==> src/sv/pmt_pkg.sv <==
// ----------------------------------------------------------------------------
// pmt_pkg: shared types and constants of the PMT section parser
// Result codes, header byte positions and the result word layout.
// ----------------------------------------------------------------------------
package pmt_pkg;

  localparam int PMT_MAX_STREAMS = 16;

  localparam logic [7:0] PMT_TABLE_ID = 8'h02;

  // result kinds
  localparam logic [1:0] KIND_HEADER    = 2'd0;
  localparam logic [1:0] KIND_ENTRY     = 2'd1;
  localparam logic [1:0] KIND_BAD_TID   = 2'd2;
  localparam logic [1:0] KIND_TOO_MANY  = 2'd3;

  // header byte positions (table id is position 0)
  localparam logic [3:0] HB_SYNTAX_LEN_HI = 4'd1;
  localparam logic [3:0] HB_LEN_LO        = 4'd2;
  localparam logic [3:0] HB_PROG_HI       = 4'd3;
  localparam logic [3:0] HB_PROG_LO       = 4'd4;
  localparam logic [3:0] HB_VERSION       = 4'd5;
  localparam logic [3:0] HB_SEC_NUM       = 4'd6;
  localparam logic [3:0] HB_LAST_SEC      = 4'd7;
  localparam logic [3:0] HB_PCR_HI        = 4'd8;
  localparam logic [3:0] HB_PCR_LO        = 4'd9;
  localparam logic [3:0] HB_PIL_HI        = 4'd10;

  // stream entry byte positions
  localparam logic [2:0] EB_STYPE  = 3'd0;
  localparam logic [2:0] EB_PID_HI = 3'd1;
  localparam logic [2:0] EB_PID_LO = 3'd2;
  localparam logic [2:0] EB_ES_HI  = 3'd3;

  // fixed part of the byte count: 12 header bytes plus 4 CRC bytes minus 3
  localparam logic [13:0] PMT_HDR_BASE  = 14'd13;
  localparam logic [13:0] PMT_ENTRY_LEN = 14'd5;

  typedef struct packed {
    logic [7:0] section_byte;
    logic       section_start;
  } pmt_item_t;

  typedef struct packed {
    logic [1:0]  kind;
    logic        last;
    logic        section_syntax;
    logic [11:0] sect_len;
    logic [4:0]  version;
    logic        current_next;
    logic [7:0]  sect_num;
    logic [7:0]  last_sect_num;
    logic [15:0] prog_num;
    logic [7:0]  es_type;
    logic [12:0] pid;
    logic [11:0] info_length;
  } pmt_result_t;

endpackage

==> src/sv/pmt_if.sv <==
// ----------------------------------------------------------------------------
// pmt_in_if / pmt_out_if: section byte and result channels
// Valid/ready channels; a word moves when valid and ready are both high.
// ----------------------------------------------------------------------------
interface pmt_in_if;
  logic       valid;
  logic       ready;
  logic [7:0] section_byte;
  logic       section_start;

  modport source (output valid, output section_byte, output section_start, input ready);
  modport sink   (input valid, input section_byte, input section_start, output ready);
endinterface

interface pmt_out_if;
  logic        valid;
  logic        ready;
  logic [1:0]  kind;
  logic        last;
  logic        section_syntax;
  logic [11:0] sect_len;
  logic [4:0]  version;
  logic        current_next;
  logic [7:0]  sect_num;
  logic [7:0]  last_sect_num;
  logic [15:0] prog_num;
  logic [7:0]  es_type;
  logic [12:0] pid;
  logic [11:0] info_length;

  modport source (
    output valid, output kind, output last, output section_syntax, output sect_len,
    output version, output current_next, output sect_num,
    output last_sect_num, output prog_num, output es_type, output pid,
    output info_length, input ready
  );
  modport sink (
    input valid, input kind, input last, input section_syntax, input sect_len,
    input version, input current_next, input sect_num,
    input last_sect_num, input prog_num, input es_type, input pid,
    input info_length, output ready
  );
endinterface

==> src/sv/pmt_section_parser.sv <==
// ----------------------------------------------------------------------------
// pmt_section_parser: streaming PMT section parser
// Unpacks program map table sections into header and stream entry results.
// ----------------------------------------------------------------------------
// Feed one section byte per word, with section_start high on the table id.
// The block takes one byte every cycle while the result register is free:
// a byte passes from the input register through the parse state machine
// into the result register, whose output is presented on out_ch.
// A header result comes on the last of the 12 header bytes and an entry
// result on the fifth byte of each stream entry; other bytes give none.
// A stalled result stops intake only while the result register is full and
// not being taken: one more byte is then taken into the input register and
// waits there, whether or not it gives a result, until the result moves.
// Errors (wrong table id, more than MAX_STREAMS entries) end the section;
// bytes are then dropped until the next start. The CRC is not checked.
// ----------------------------------------------------------------------------
module pmt_section_parser
  import pmt_pkg::*;
#(
  parameter int MAX_STREAMS = PMT_MAX_STREAMS
) (
  input  logic      clk,
  input  logic      rst_n,
  pmt_in_if.sink    in_ch,
  pmt_out_if.source out_ch
);

  logic        item_vld;
  pmt_item_t   item;
  logic        adv;
  logic        out_free;
  logic        res_vld;
  pmt_result_t res;

  // advance when a byte waits and the result register can take its result
  assign adv = item_vld && out_free;

  pmt_in_stage u_in (
    .clk      (clk),
    .rst_n    (rst_n),
    .in_ch    (in_ch),
    .adv      (adv),
    .item_vld (item_vld),
    .item     (item)
  );

  pmt_parse_core #(
    .MAX_STREAMS (MAX_STREAMS)
  ) u_core (
    .clk     (clk),
    .rst_n   (rst_n),
    .step    (adv),
    .item    (item),
    .res_vld (res_vld),
    .res     (res)
  );

  pmt_out_stage u_out (
    .clk    (clk),
    .rst_n  (rst_n),
    .load   (adv && res_vld),
    .res    (res),
    .free   (out_free),
    .out_ch (out_ch)
  );

  a_load_shows: assert property (@(posedge clk) disable iff (!rst_n)
    adv && res_vld |=> out_ch.valid)
    else $error("result word not presented after load");

  a_take_holds: assert property (@(posedge clk) disable iff (!rst_n)
    in_ch.valid && in_ch.ready |=> item_vld)
    else $error("accepted byte lost in input register");

  a_err_last: assert property (@(posedge clk) disable iff (!rst_n)
    out_ch.valid && (out_ch.kind == KIND_BAD_TID || out_ch.kind == KIND_TOO_MANY)
      |-> out_ch.last && out_ch.pid == '0 && out_ch.info_length == '0)
    else $error("error result not terminal or carries fields");

  a_hdr_no_type: assert property (@(posedge clk) disable iff (!rst_n)
    out_ch.valid && out_ch.kind == KIND_HEADER |-> out_ch.es_type == '0)
    else $error("header result carries a stream type");

endmodule

==> src/sv/pmt_in_stage.sv <==
// ----------------------------------------------------------------------------
// pmt_in_stage: input register
// Captures one section byte per cycle while empty or as the parser advances; frees on advance.
// ----------------------------------------------------------------------------
module pmt_in_stage
  import pmt_pkg::*;
(
  input  logic          clk,
  input  logic          rst_n,
  pmt_in_if.sink        in_ch,
  input  logic          adv,
  output logic          item_vld,
  output pmt_item_t     item
);

  logic      vld_r;
  logic      vld_nxt;
  pmt_item_t item_r;

  assign in_ch.ready = !vld_r || adv;

  always_comb begin
    vld_nxt = vld_r;
    if (in_ch.valid && in_ch.ready) begin
      vld_nxt = 1'b1;
    end else if (adv) begin
      vld_nxt = 1'b0;
    end
  end

  always_ff @(posedge clk) begin
    if (!rst_n) begin
      vld_r <= 1'b0;
    end else begin
      vld_r <= vld_nxt;
    end
  end

  always_ff @(posedge clk) begin
    if (in_ch.valid && in_ch.ready) begin
      item_r.section_byte  <= in_ch.section_byte;
      item_r.section_start <= in_ch.section_start;
    end
  end

  assign item_vld = vld_r;
  assign item     = item_r;

endmodule

==> src/sv/pmt_parse_core.sv <==
// ----------------------------------------------------------------------------
// pmt_parse_core: PMT section state machine
// Updates the header, entry and byte-count state for one byte per step and
// forms the result word that the byte causes, if any.
// ----------------------------------------------------------------------------
module pmt_parse_core
  import pmt_pkg::*;
#(
  parameter int MAX_STREAMS = PMT_MAX_STREAMS
) (
  input  logic        clk,
  input  logic        rst_n,
  input  logic        step,
  input  pmt_item_t   item,
  output logic        res_vld,
  output pmt_result_t res
);

  localparam int EntW = $clog2(MAX_STREAMS + 1);
  localparam logic [EntW-1:0] EntMax = EntW'(MAX_STREAMS);

  typedef enum logic [4:0] {
    PH_IDLE    = 5'b00001,
    PH_HEADER  = 5'b00010,
    PH_SKIP_PI = 5'b00100,
    PH_ENTRY   = 5'b01000,
    PH_SKIP_ES = 5'b10000
  } phase_t;

  phase_t          phase_r,   phase_nxt;
  logic [3:0]      hidx_r,    hidx_nxt;
  logic [11:0]     len_r,     len_nxt;
  logic [13:0]     parsed_r,  parsed_nxt;
  logic [11:0]     skip_r,    skip_nxt;
  logic [2:0]      eidx_r,    eidx_nxt;
  logic [EntW-1:0] ecnt_r,    ecnt_nxt;

  // header and entry fields (payload, no reset)
  logic        syntax_r,  syntax_nxt;
  logic [15:0] prog_r,    prog_nxt;
  logic [4:0]  ver_r,     ver_nxt;
  logic        cn_r,      cn_nxt;
  logic [7:0]  secnum_r,  secnum_nxt;
  logic [7:0]  lastsec_r, lastsec_nxt;
  logic [12:0] pcr_r,     pcr_nxt;
  logic [7:0]  stype_r,   stype_nxt;
  logic [12:0] epid_r,    epid_nxt;
  logic [3:0]  eshi_r,    eshi_nxt;

  logic [7:0]  b;
  logic [11:0] pil;
  logic [11:0] es;
  logic [13:0] cnt_hdr;
  logic [13:0] cnt_ent;
  logic        last_hdr;
  logic        last_ent;

  assign b        = item.section_byte;
  assign pil      = {skip_r[3:0], b};
  assign es       = {eshi_r, b};
  assign cnt_hdr  = PMT_HDR_BASE + {2'b00, pil};
  assign cnt_ent  = parsed_r + PMT_ENTRY_LEN + {2'b00, es};
  assign last_hdr = cnt_hdr >= {2'b00, len_r};
  assign last_ent = cnt_ent >= {2'b00, len_r};

  always_comb begin
    phase_nxt   = phase_r;
    hidx_nxt    = hidx_r;
    len_nxt     = len_r;
    parsed_nxt  = parsed_r;
    skip_nxt    = skip_r;
    eidx_nxt    = eidx_r;
    ecnt_nxt    = ecnt_r;
    syntax_nxt  = syntax_r;
    prog_nxt    = prog_r;
    ver_nxt     = ver_r;
    cn_nxt      = cn_r;
    secnum_nxt  = secnum_r;
    lastsec_nxt = lastsec_r;
    pcr_nxt     = pcr_r;
    stype_nxt   = stype_r;
    epid_nxt    = epid_r;
    eshi_nxt    = eshi_r;
    res_vld     = 1'b0;
    res         = '0;

    if (item.section_start) begin
      // a start byte always opens a new section; a wrong table id ends it at once
      hidx_nxt    = 4'd1;
      len_nxt     = '0;
      parsed_nxt  = '0;
      skip_nxt    = '0;
      eidx_nxt    = '0;
      ecnt_nxt    = '0;
      syntax_nxt  = 1'b0;
      prog_nxt    = '0;
      ver_nxt     = '0;
      cn_nxt      = 1'b0;
      secnum_nxt  = '0;
      lastsec_nxt = '0;
      pcr_nxt     = '0;
      stype_nxt   = '0;
      epid_nxt    = '0;
      eshi_nxt    = '0;
      if (b != PMT_TABLE_ID) begin
        hidx_nxt  = '0;
        phase_nxt = PH_IDLE;
        res_vld   = 1'b1;
        res.kind  = KIND_BAD_TID;
        res.last  = 1'b1;
      end else begin
        phase_nxt = PH_HEADER;
      end
    end else begin
      unique case (phase_r)
        PH_HEADER: begin
          hidx_nxt = hidx_r + 4'd1;
          unique case (hidx_r)
            HB_SYNTAX_LEN_HI: begin
              syntax_nxt = b[7];
              len_nxt    = {b[3:0], 8'h00};
            end
            HB_LEN_LO:   len_nxt       = {len_r[11:8], b};
            HB_PROG_HI:  prog_nxt      = {b, prog_r[7:0]};
            HB_PROG_LO:  prog_nxt      = {prog_r[15:8], b};
            HB_VERSION: begin
              ver_nxt = b[5:1];
              cn_nxt  = b[0];
            end
            HB_SEC_NUM:  secnum_nxt    = b;
            HB_LAST_SEC: lastsec_nxt   = b;
            HB_PCR_HI:   pcr_nxt       = {b[4:0], pcr_r[7:0]};
            HB_PCR_LO:   pcr_nxt       = {pcr_r[12:8], b};
            HB_PIL_HI:   skip_nxt      = {8'h00, b[3:0]};
            default: begin
              // last header byte: report the header
              parsed_nxt = cnt_hdr;
              ecnt_nxt   = '0;
              eidx_nxt   = '0;
              skip_nxt   = pil;
              hidx_nxt   = '0;
              res_vld            = 1'b1;
              res.kind           = KIND_HEADER;
              res.last           = last_hdr;
              res.section_syntax = syntax_r;
              res.sect_len       = len_r;
              res.version        = ver_r;
              res.current_next   = cn_r;
              res.sect_num       = secnum_r;
              res.last_sect_num  = lastsec_r;
              res.prog_num       = prog_r;
              res.pid            = pcr_r;
              res.info_length    = pil;
              if (last_hdr) begin
                phase_nxt = PH_IDLE;
              end else if (pil != '0) begin
                phase_nxt = PH_SKIP_PI;
              end else begin
                phase_nxt = PH_ENTRY;
              end
            end
          endcase
        end
        PH_SKIP_PI, PH_SKIP_ES: begin
          skip_nxt = skip_r - 12'd1;
          if (skip_r == 12'd1) begin
            phase_nxt = PH_ENTRY;
            eidx_nxt  = '0;
          end
        end
        PH_ENTRY: begin
          eidx_nxt = eidx_r + 3'd1;
          unique case (eidx_r)
            EB_STYPE: begin
              if (ecnt_r >= EntMax) begin
                phase_nxt = PH_IDLE;
                res_vld   = 1'b1;
                res.kind  = KIND_TOO_MANY;
                res.last  = 1'b1;
              end else begin
                stype_nxt = b;
              end
            end
            EB_PID_HI: epid_nxt = {b[4:0], epid_r[7:0]};
            EB_PID_LO: epid_nxt = {epid_r[12:8], b};
            EB_ES_HI:  eshi_nxt = b[3:0];
            default: begin
              parsed_nxt = cnt_ent;
              ecnt_nxt   = ecnt_r + EntW'(1);
              eidx_nxt   = '0;
              skip_nxt   = es;
              res_vld            = 1'b1;
              res.kind           = KIND_ENTRY;
              res.last           = last_ent;
              res.section_syntax = syntax_r;
              res.sect_len       = len_r;
              res.version        = ver_r;
              res.current_next   = cn_r;
              res.sect_num       = secnum_r;
              res.last_sect_num  = lastsec_r;
              res.prog_num       = prog_r;
              res.es_type        = stype_r;
              res.pid            = epid_r;
              res.info_length    = es;
              if (last_ent) begin
                phase_nxt = PH_IDLE;
              end else if (es != '0) begin
                phase_nxt = PH_SKIP_ES;
              end else begin
                phase_nxt = PH_ENTRY;
              end
            end
          endcase
        end
        default: phase_nxt = PH_IDLE;
      endcase
    end
  end

  always_ff @(posedge clk) begin
    if (!rst_n) begin
      phase_r  <= PH_IDLE;
      hidx_r   <= '0;
      len_r    <= '0;
      parsed_r <= '0;
      skip_r   <= '0;
      eidx_r   <= '0;
      ecnt_r   <= '0;
    end else if (step) begin
      phase_r  <= phase_nxt;
      hidx_r   <= hidx_nxt;
      len_r    <= len_nxt;
      parsed_r <= parsed_nxt;
      skip_r   <= skip_nxt;
      eidx_r   <= eidx_nxt;
      ecnt_r   <= ecnt_nxt;
    end
  end

  always_ff @(posedge clk) begin
    if (step) begin
      syntax_r  <= syntax_nxt;
      prog_r    <= prog_nxt;
      ver_r     <= ver_nxt;
      cn_r      <= cn_nxt;
      secnum_r  <= secnum_nxt;
      lastsec_r <= lastsec_nxt;
      pcr_r     <= pcr_nxt;
      stype_r   <= stype_nxt;
      epid_r    <= epid_nxt;
      eshi_r    <= eshi_nxt;
    end
  end

endmodule

==> src/sv/pmt_out_stage.sv <==
// ----------------------------------------------------------------------------
// pmt_out_stage: result register
// Holds one result word until the sink takes it.
// ----------------------------------------------------------------------------
module pmt_out_stage
  import pmt_pkg::*;
(
  input  logic        clk,
  input  logic        rst_n,
  input  logic        load,
  input  pmt_result_t res,
  output logic        free,
  pmt_out_if.source   out_ch
);

  logic        vld_r;
  logic        vld_nxt;
  pmt_result_t res_r;

  assign free = !vld_r || out_ch.ready;

  always_comb begin
    vld_nxt = vld_r;
    if (load) begin
      vld_nxt = 1'b1;
    end else if (out_ch.ready) begin
      vld_nxt = 1'b0;
    end
  end

  always_ff @(posedge clk) begin
    if (!rst_n) begin
      vld_r <= 1'b0;
    end else begin
      vld_r <= vld_nxt;
    end
  end

  always_ff @(posedge clk) begin
    if (load) begin
      res_r <= res;
    end
  end

  assign out_ch.valid          = vld_r;
  assign out_ch.kind           = res_r.kind;
  assign out_ch.last           = res_r.last;
  assign out_ch.section_syntax = res_r.section_syntax;
  assign out_ch.sect_len       = res_r.sect_len;
  assign out_ch.version        = res_r.version;
  assign out_ch.current_next   = res_r.current_next;
  assign out_ch.sect_num       = res_r.sect_num;
  assign out_ch.last_sect_num  = res_r.last_sect_num;
  assign out_ch.prog_num       = res_r.prog_num;
  assign out_ch.es_type        = res_r.es_type;
  assign out_ch.pid            = res_r.pid;
  assign out_ch.info_length    = res_r.info_length;

endmodule

==> src/flat_wrapper.sv <==
// flat-port wrapper written by rule: the top's interface ports become plain ports
module pmt_section_parser_flat import pmt_pkg::*;
#(
  parameter int MAX_STREAMS = PMT_MAX_STREAMS
)
  (clk, rst_n, in_ch_valid, in_ch_section_byte, in_ch_section_start, in_ch_ready, out_ch_valid, out_ch_kind, out_ch_last, out_ch_section_syntax, out_ch_sect_len, out_ch_version, out_ch_current_next, out_ch_sect_num, out_ch_last_sect_num, out_ch_prog_num, out_ch_es_type, out_ch_pid, out_ch_info_length, out_ch_ready);
  pmt_in_if in_ch_i ();
  pmt_out_if out_ch_i ();
  input  logic clk;
  input  logic rst_n;
  input wire logic [$bits(in_ch_i.valid)-1:0] in_ch_valid;
  input wire logic [$bits(in_ch_i.section_byte)-1:0] in_ch_section_byte;
  input wire logic [$bits(in_ch_i.section_start)-1:0] in_ch_section_start;
  output wire logic [$bits(in_ch_i.ready)-1:0] in_ch_ready;
  output wire logic [$bits(out_ch_i.valid)-1:0] out_ch_valid;
  output wire logic [$bits(out_ch_i.kind)-1:0] out_ch_kind;
  output wire logic [$bits(out_ch_i.last)-1:0] out_ch_last;
  output wire logic [$bits(out_ch_i.section_syntax)-1:0] out_ch_section_syntax;
  output wire logic [$bits(out_ch_i.sect_len)-1:0] out_ch_sect_len;
  output wire logic [$bits(out_ch_i.version)-1:0] out_ch_version;
  output wire logic [$bits(out_ch_i.current_next)-1:0] out_ch_current_next;
  output wire logic [$bits(out_ch_i.sect_num)-1:0] out_ch_sect_num;
  output wire logic [$bits(out_ch_i.last_sect_num)-1:0] out_ch_last_sect_num;
  output wire logic [$bits(out_ch_i.prog_num)-1:0] out_ch_prog_num;
  output wire logic [$bits(out_ch_i.es_type)-1:0] out_ch_es_type;
  output wire logic [$bits(out_ch_i.pid)-1:0] out_ch_pid;
  output wire logic [$bits(out_ch_i.info_length)-1:0] out_ch_info_length;
  input wire logic [$bits(out_ch_i.ready)-1:0] out_ch_ready;
  assign in_ch_i.valid = in_ch_valid;
  assign in_ch_i.section_byte = in_ch_section_byte;
  assign in_ch_i.section_start = in_ch_section_start;
  assign in_ch_ready = in_ch_i.ready;
  assign out_ch_valid = out_ch_i.valid;
  assign out_ch_kind = out_ch_i.kind;
  assign out_ch_last = out_ch_i.last;
  assign out_ch_section_syntax = out_ch_i.section_syntax;
  assign out_ch_sect_len = out_ch_i.sect_len;
  assign out_ch_version = out_ch_i.version;
  assign out_ch_current_next = out_ch_i.current_next;
  assign out_ch_sect_num = out_ch_i.sect_num;
  assign out_ch_last_sect_num = out_ch_i.last_sect_num;
  assign out_ch_prog_num = out_ch_i.prog_num;
  assign out_ch_es_type = out_ch_i.es_type;
  assign out_ch_pid = out_ch_i.pid;
  assign out_ch_info_length = out_ch_i.info_length;
  assign out_ch_i.ready = out_ch_ready;
  pmt_section_parser #(.MAX_STREAMS(MAX_STREAMS)) u_core (.clk(clk), .rst_n(rst_n), .in_ch(in_ch_i), .out_ch(out_ch_i));
endmodule
==> config.mk <==
export PLATFORM = sky130hd
export DESIGN_NAME = pmt_section_parser_flat
export DESIGN_NICKNAME = d
export VERILOG_FILES = /design/src/sv/pmt_pkg.sv /design/src/sv/pmt_if.sv /design/src/sv/pmt_section_parser.sv /design/src/sv/pmt_in_stage.sv /design/src/sv/pmt_parse_core.sv /design/src/sv/pmt_out_stage.sv /design/src/flat_wrapper.sv
export SDC_FILE = /design/constraint.sdc
export NUM_CORES = 1
export LEC_CHECK = 0
export BUFFER_PORTS_ARGS = -buffer_cell sky130_fd_sc_hd__buf_2
export CAP_MARGIN = 20
export CORE_ASPECT_RATIO = 1.4
export CORE_MARGIN = 2
export CORE_UTILIZATION = 54
export CTS_BUF_LIST = sky130_fd_sc_hd__clkbuf_8
export DETAILED_ROUTE_END_ITERATION = 10
export PLACE_DENSITY = 0.73
export SYNTH_ARGS = -nofsm -noshare
export SYNTH_HDL_FRONTEND = slang
export SYNTH_SLANG_ARGS = --single-unit
==> constraint.sdc <==
create_clock -name clk -period 7.56 [get_ports clk]
set_input_delay 0.756 -clock clk [delete_from_list [all_inputs] [get_ports clk]]
set_output_delay 0.756 -clock clk [all_outputs]
set_load 0.01 [all_outputs]
==> impl_metrics.py <==
metrics = {
    "outcome": {
        "status": "finished, final reports clean",
    },
    "critical_path": {
        "timing.setup.critical_path_class": "reg2reg",
        "critical_path_peak_fanout": 7,
        "critPathCaptureType": "flip-flop",
        "startpoint_class_of_the_critical_path": "flip-flop",
        "critical_path_required_ns": 7.82,
        "crit_arrival_ns": 4.31,
    },
    "logic_synthesis": {
        "netlist-cell-type-count": 78,
        "synth-warning-count": 0,
        "synth_most_common_cell": "sky130_fd_sc_hd__edfxtp_1",
        "post_synth_main_area_contributors": "sky130_fd_sc_hd__edfxtp_1, sky130_fd_sc_hd__dfxtp_1, sky130_fd_sc_hd__ha_1",
        "yosysTopAreaCellShare_pct": 46.64,
        "synth.avg_cell_area_sq_um": 11.00,
        "synth_async_sr_flop_share_pct": 0,
        "synth_top_cell_by_area": "sky130_fd_sc_hd__edfxtp_1",
        "synth_area_sq_um": 11140,
        "syn-instance-count": 1013,
        "synth_fp_nets": 1091,
        "number_of_flops_mapped_to_enable_cells_by_yosys": 173,
        "synth_top_flop_cell": "sky130_fd_sc_hd__edfxtp_1",
        "synth_seq_cells": 230,
        "ys_seq_area_share_pct": 56.88,
        "synthTopCellsByCount": "sky130_fd_sc_hd__edfxtp_1, sky130_fd_sc_hd__nor2_1, sky130_fd_sc_hd__nand2_1",
    },
    "grt": {
        "grt_most_used_layer": "met2",
        "grt_start_max_net_pins": 71,
        "grt_antenna_before_repair": 0,
        "grt_use_met2_pct": 43.05,
        "grtUsageMet1_pct": 30.16,
        "first_pass_grt_wire_length_mm": 42.06,
        "via_count_of_the_first_global_routing_pass": 7834,
        "global_route.overflow_total": 0,
        "global_route.usage.total_pct": 24.58,
        "use_met3_pct": 3.724,
    },
    "floorplanning": {
        "die_width_um": 125.4,
        "die-height_um": 173.9,
        "core-area_sq_um": 20400,
        "die-area_sq_um": 21810,
        "starting_density_pct": 54.60,
        "ioPinCount": 102,
        "rows": 62,
    },
    "clocking": {
        "hold_buffers": 0,
        "cts_setup_buffers": 0,
        "cts_sinks": 230,
        "clk_pin_slew_ns": 0.06,
        "cts_htree_levels": 2,
        "cts_inserted_buffers": 36,
        "insertion_delay_of_the_later_clocked_pin_in_the_worst_skew_pair_ns": 0.55,
        "cts_root_buf": "sky130_fd_sc_hd__clkbuf_8",
        "cts_repair_resizes": 0,
        "maximum_clock_path_buffer_count": 3,
        "tritoncts": "yes",
    },
    "final_layout": {
        "nets": 1196,
        "nFillCells": 1677,
        "syn_to_final_growth_pct": 12.05,
        "antenna_cells_inserted": 0,
        "post_route_cells_drive_above_1_share_pct": 16.19,
    },
    "sta": {
        "tcrit_tclk_final_pct": 53.54,
        "timing.final.hold_violations": 0,
        "final.min_clock_period_ns": 4.048,
        "fin_tns_setup_ns": 0,
        "hold_ws_ns": 0.3856,
        "tightest_slew_ns": 1.052,
        "final-max-slew-violation-count": 0,
        "fin_skew_ns": 0.03511,
        "final_setup_fails": 0,
        "fmaxAchievable_mhz": 247.1,
        "rsz0062_at_grt": "no",
        "max_slew_margin_pct": 29.87,
    },
    "detailed_routing": {
        "detail_route.first_pass.iterations": 5,
        "dr.first_iter.drc_count": 599,
        "drc": 0,
        "routed-via-count": 8073,
        "drt-total-wl_mm": 26.96,
        "vias_per_cell": 5.771,
        "detail_route.wl_per_cell_um": 19.27,
        "ant_nets": 0,
    },
    "power_and_ir_drop": {
        "power_density_nw_per_um2": 202.2,
        "ir_worst_vdd_uv": 123.3,
        "post-layout-total-power_mw": 2.524,
        "p_leak_nw": 4.959,
    },
    "placed_design": {
        "gp_congestion": 0.9264,
        "place_hpwl_mm": 19.09,
        "placement.io_buffers": 101,
    },
    "worst_hold_path": {
        "hold_path_class": "in2reg",
    },
    "flow_run": {
        "drv_cap": 0,
    },
}
==> state kept, by name (all words and copies together) (netlist names), 13 cells and up <==
| name | flops |
|---|---|
| u_core.u_core.pcr_r | 13 |
| u_core.u_core.epid_r | 13 |
| u_core.u_core.prog_r | 16 |
| u_core.u_out.out_ch.prog_num | 16 |
| u_core.u_out.out_ch.pid | 13 |
| u_core.u_core.parsed_r | 14 |
==> critical path, stage by stage (launching register included) <==
cell	delay, ns
sky130_fd_sc_hd__edfxtp_1	0.49
sky130_fd_sc_hd__ha_1	0.34
sky130_fd_sc_hd__ha_1	0.16
sky130_fd_sc_hd__inv_1	0.06
sky130_fd_sc_hd__fa_1	0.40
sky130_fd_sc_hd__nor2b_1	0.18
sky130_fd_sc_hd__o2111ai_1	0.16
sky130_fd_sc_hd__a31oi_1	0.35
sky130_fd_sc_hd__nor2_1	0.10
sky130_fd_sc_hd__xnor2_1	0.20
sky130_fd_sc_hd__ha_1	0.27
sky130_fd_sc_hd__nor2b_1	0.13
sky130_fd_sc_hd__o31a_1	0.23
sky130_fd_sc_hd__o21ai_0	0.14
sky130_fd_sc_hd__o211ai_1	0.19
sky130_fd_sc_hd__nor3_2	0.24
sky130_fd_sc_hd__a21oi_1	0.10
==> where the power goes <==
group	internal [mW]	switching [mW]
sequential	1.38	0.0135
combinational	0.0543	0.114
clock	0.489	0.477
==> layout by cell type (no fill, tap or decap), types with 4 or more instances in the layout <==
| master | count |
|---|---|
| sky130_fd_sc_hd__edfxtp_1 | 173 |
| sky130_fd_sc_hd__nor2_1 | 150 |
| sky130_fd_sc_hd__buf_2 | 104 |
| sky130_fd_sc_hd__nand2_1 | 81 |
| sky130_fd_sc_hd__ha_1 | 64 |
| sky130_fd_sc_hd__dfxtp_1 | 57 |
| sky130_fd_sc_hd__inv_1 | 55 |
| sky130_fd_sc_hd__a21oi_1 | 54 |
| sky130_fd_sc_hd__and2_1 | 53 |
| sky130_fd_sc_hd__clkbuf_8 | 37 |
| sky130_fd_sc_hd__nor3_1 | 33 |
| sky130_fd_sc_hd__o21ai_0 | 31 |
| sky130_fd_sc_hd__xnor2_1 | 21 |
| sky130_fd_sc_hd__nand3_1 | 20 |
| sky130_fd_sc_hd__a22oi_1 | 19 |
| sky130_fd_sc_hd__xor2_1 | 14 |
| sky130_fd_sc_hd__nor2b_1 | 10 |
| sky130_fd_sc_hd__clkinv_1 | 10 |
| sky130_fd_sc_hd__buf_4 | 10 |
| sky130_fd_sc_hd__or3_1 | 9 |
| sky130_fd_sc_hd__and3_1 | 8 |
| sky130_fd_sc_hd__nand2b_1 | 8 |
| sky130_fd_sc_hd__nand4_1 | 7 |
| sky130_fd_sc_hd__a32oi_1 | 7 |
| sky130_fd_sc_hd__o21a_1 | 6 |
| sky130_fd_sc_hd__mux2i_1 | 6 |
| sky130_fd_sc_hd__nor4_1 | 5 |
| sky130_fd_sc_hd__a21o_1 | 5 |
| sky130_fd_sc_hd__o21ai_2 | 5 |
| sky130_fd_sc_hd__o31ai_1 | 5 |
| sky130_fd_sc_hd__or4_1 | 5 |
| sky130_fd_sc_hd__nand3b_1 | 4 |
==> final cells by class <==
type                    count  area [sq um]  share of cell area (%)
inverters                  44         165.2                   1.323
clock buffers              37         509.2                   4.080
well taps                 256         320.3                   2.566
flip-flops and latches    230          6336                   50.76
multi-input cells         692          4420                   35.41
repair buffers            114         595.6                   4.771
clock inverters            26         135.1                   1.083
==> kinds of logic after synthesis <==
| group | share of synthesized area, % |
|---|---|
| muxes | 0.7413 |
| xor gates and xnor gates | 2.752 |
| AOI/OAI and AO/OA | 10.54 |
| adders and majority gates | 7.368 |
| buffers and inverters | 3.572 |
| DFF | 56.88 |
| and+or+nand+nor | 18.15 |
==> routing by layer <==
layer | routed length [um] | vias up
met2 | 13690 | 323
met4 | 1102 | 0
li1 | - | 3850
met3 | 1570 | 75
met1 | 10600 | 3825
met5 | 0 | -
==> path summary, 6_finish.rpt <==
check / start / to / slack, ns / cells after the start
worst min-delay path: in_ch_section_byte[6] / u_core.u_in.item[7] / 0.39 / 1
worst min register to register: u_core.u_core.parsed_r[7] / u_core.u_core.parsed_r[7] / 0.46 / 2
worst max register to register: u_core.u_in.item[2] / u_core.u_out.out_ch.last / 3.51 / 16
worst max-delay path: u_core.u_in.item[2] / u_core.u_out.out_ch.last / 3.51 / 16
==> stage by stage <==
stage,worst slack (ns),cells,util (%),instance area (sq um)
3_5_place_dp,3.531,1333,57.95,11820
5_1_grt,3.097,1399,61.18,12480
2_1_floorplan,1.252,1013,-,11140
3_3_place_gp,3.647,1333,57.95,11820
6_report,3.512,1399,61.18,12480
4_1_cts,3.527,1396,61.11,12470
Note: power is estimated with default switching activity, not from simulation.
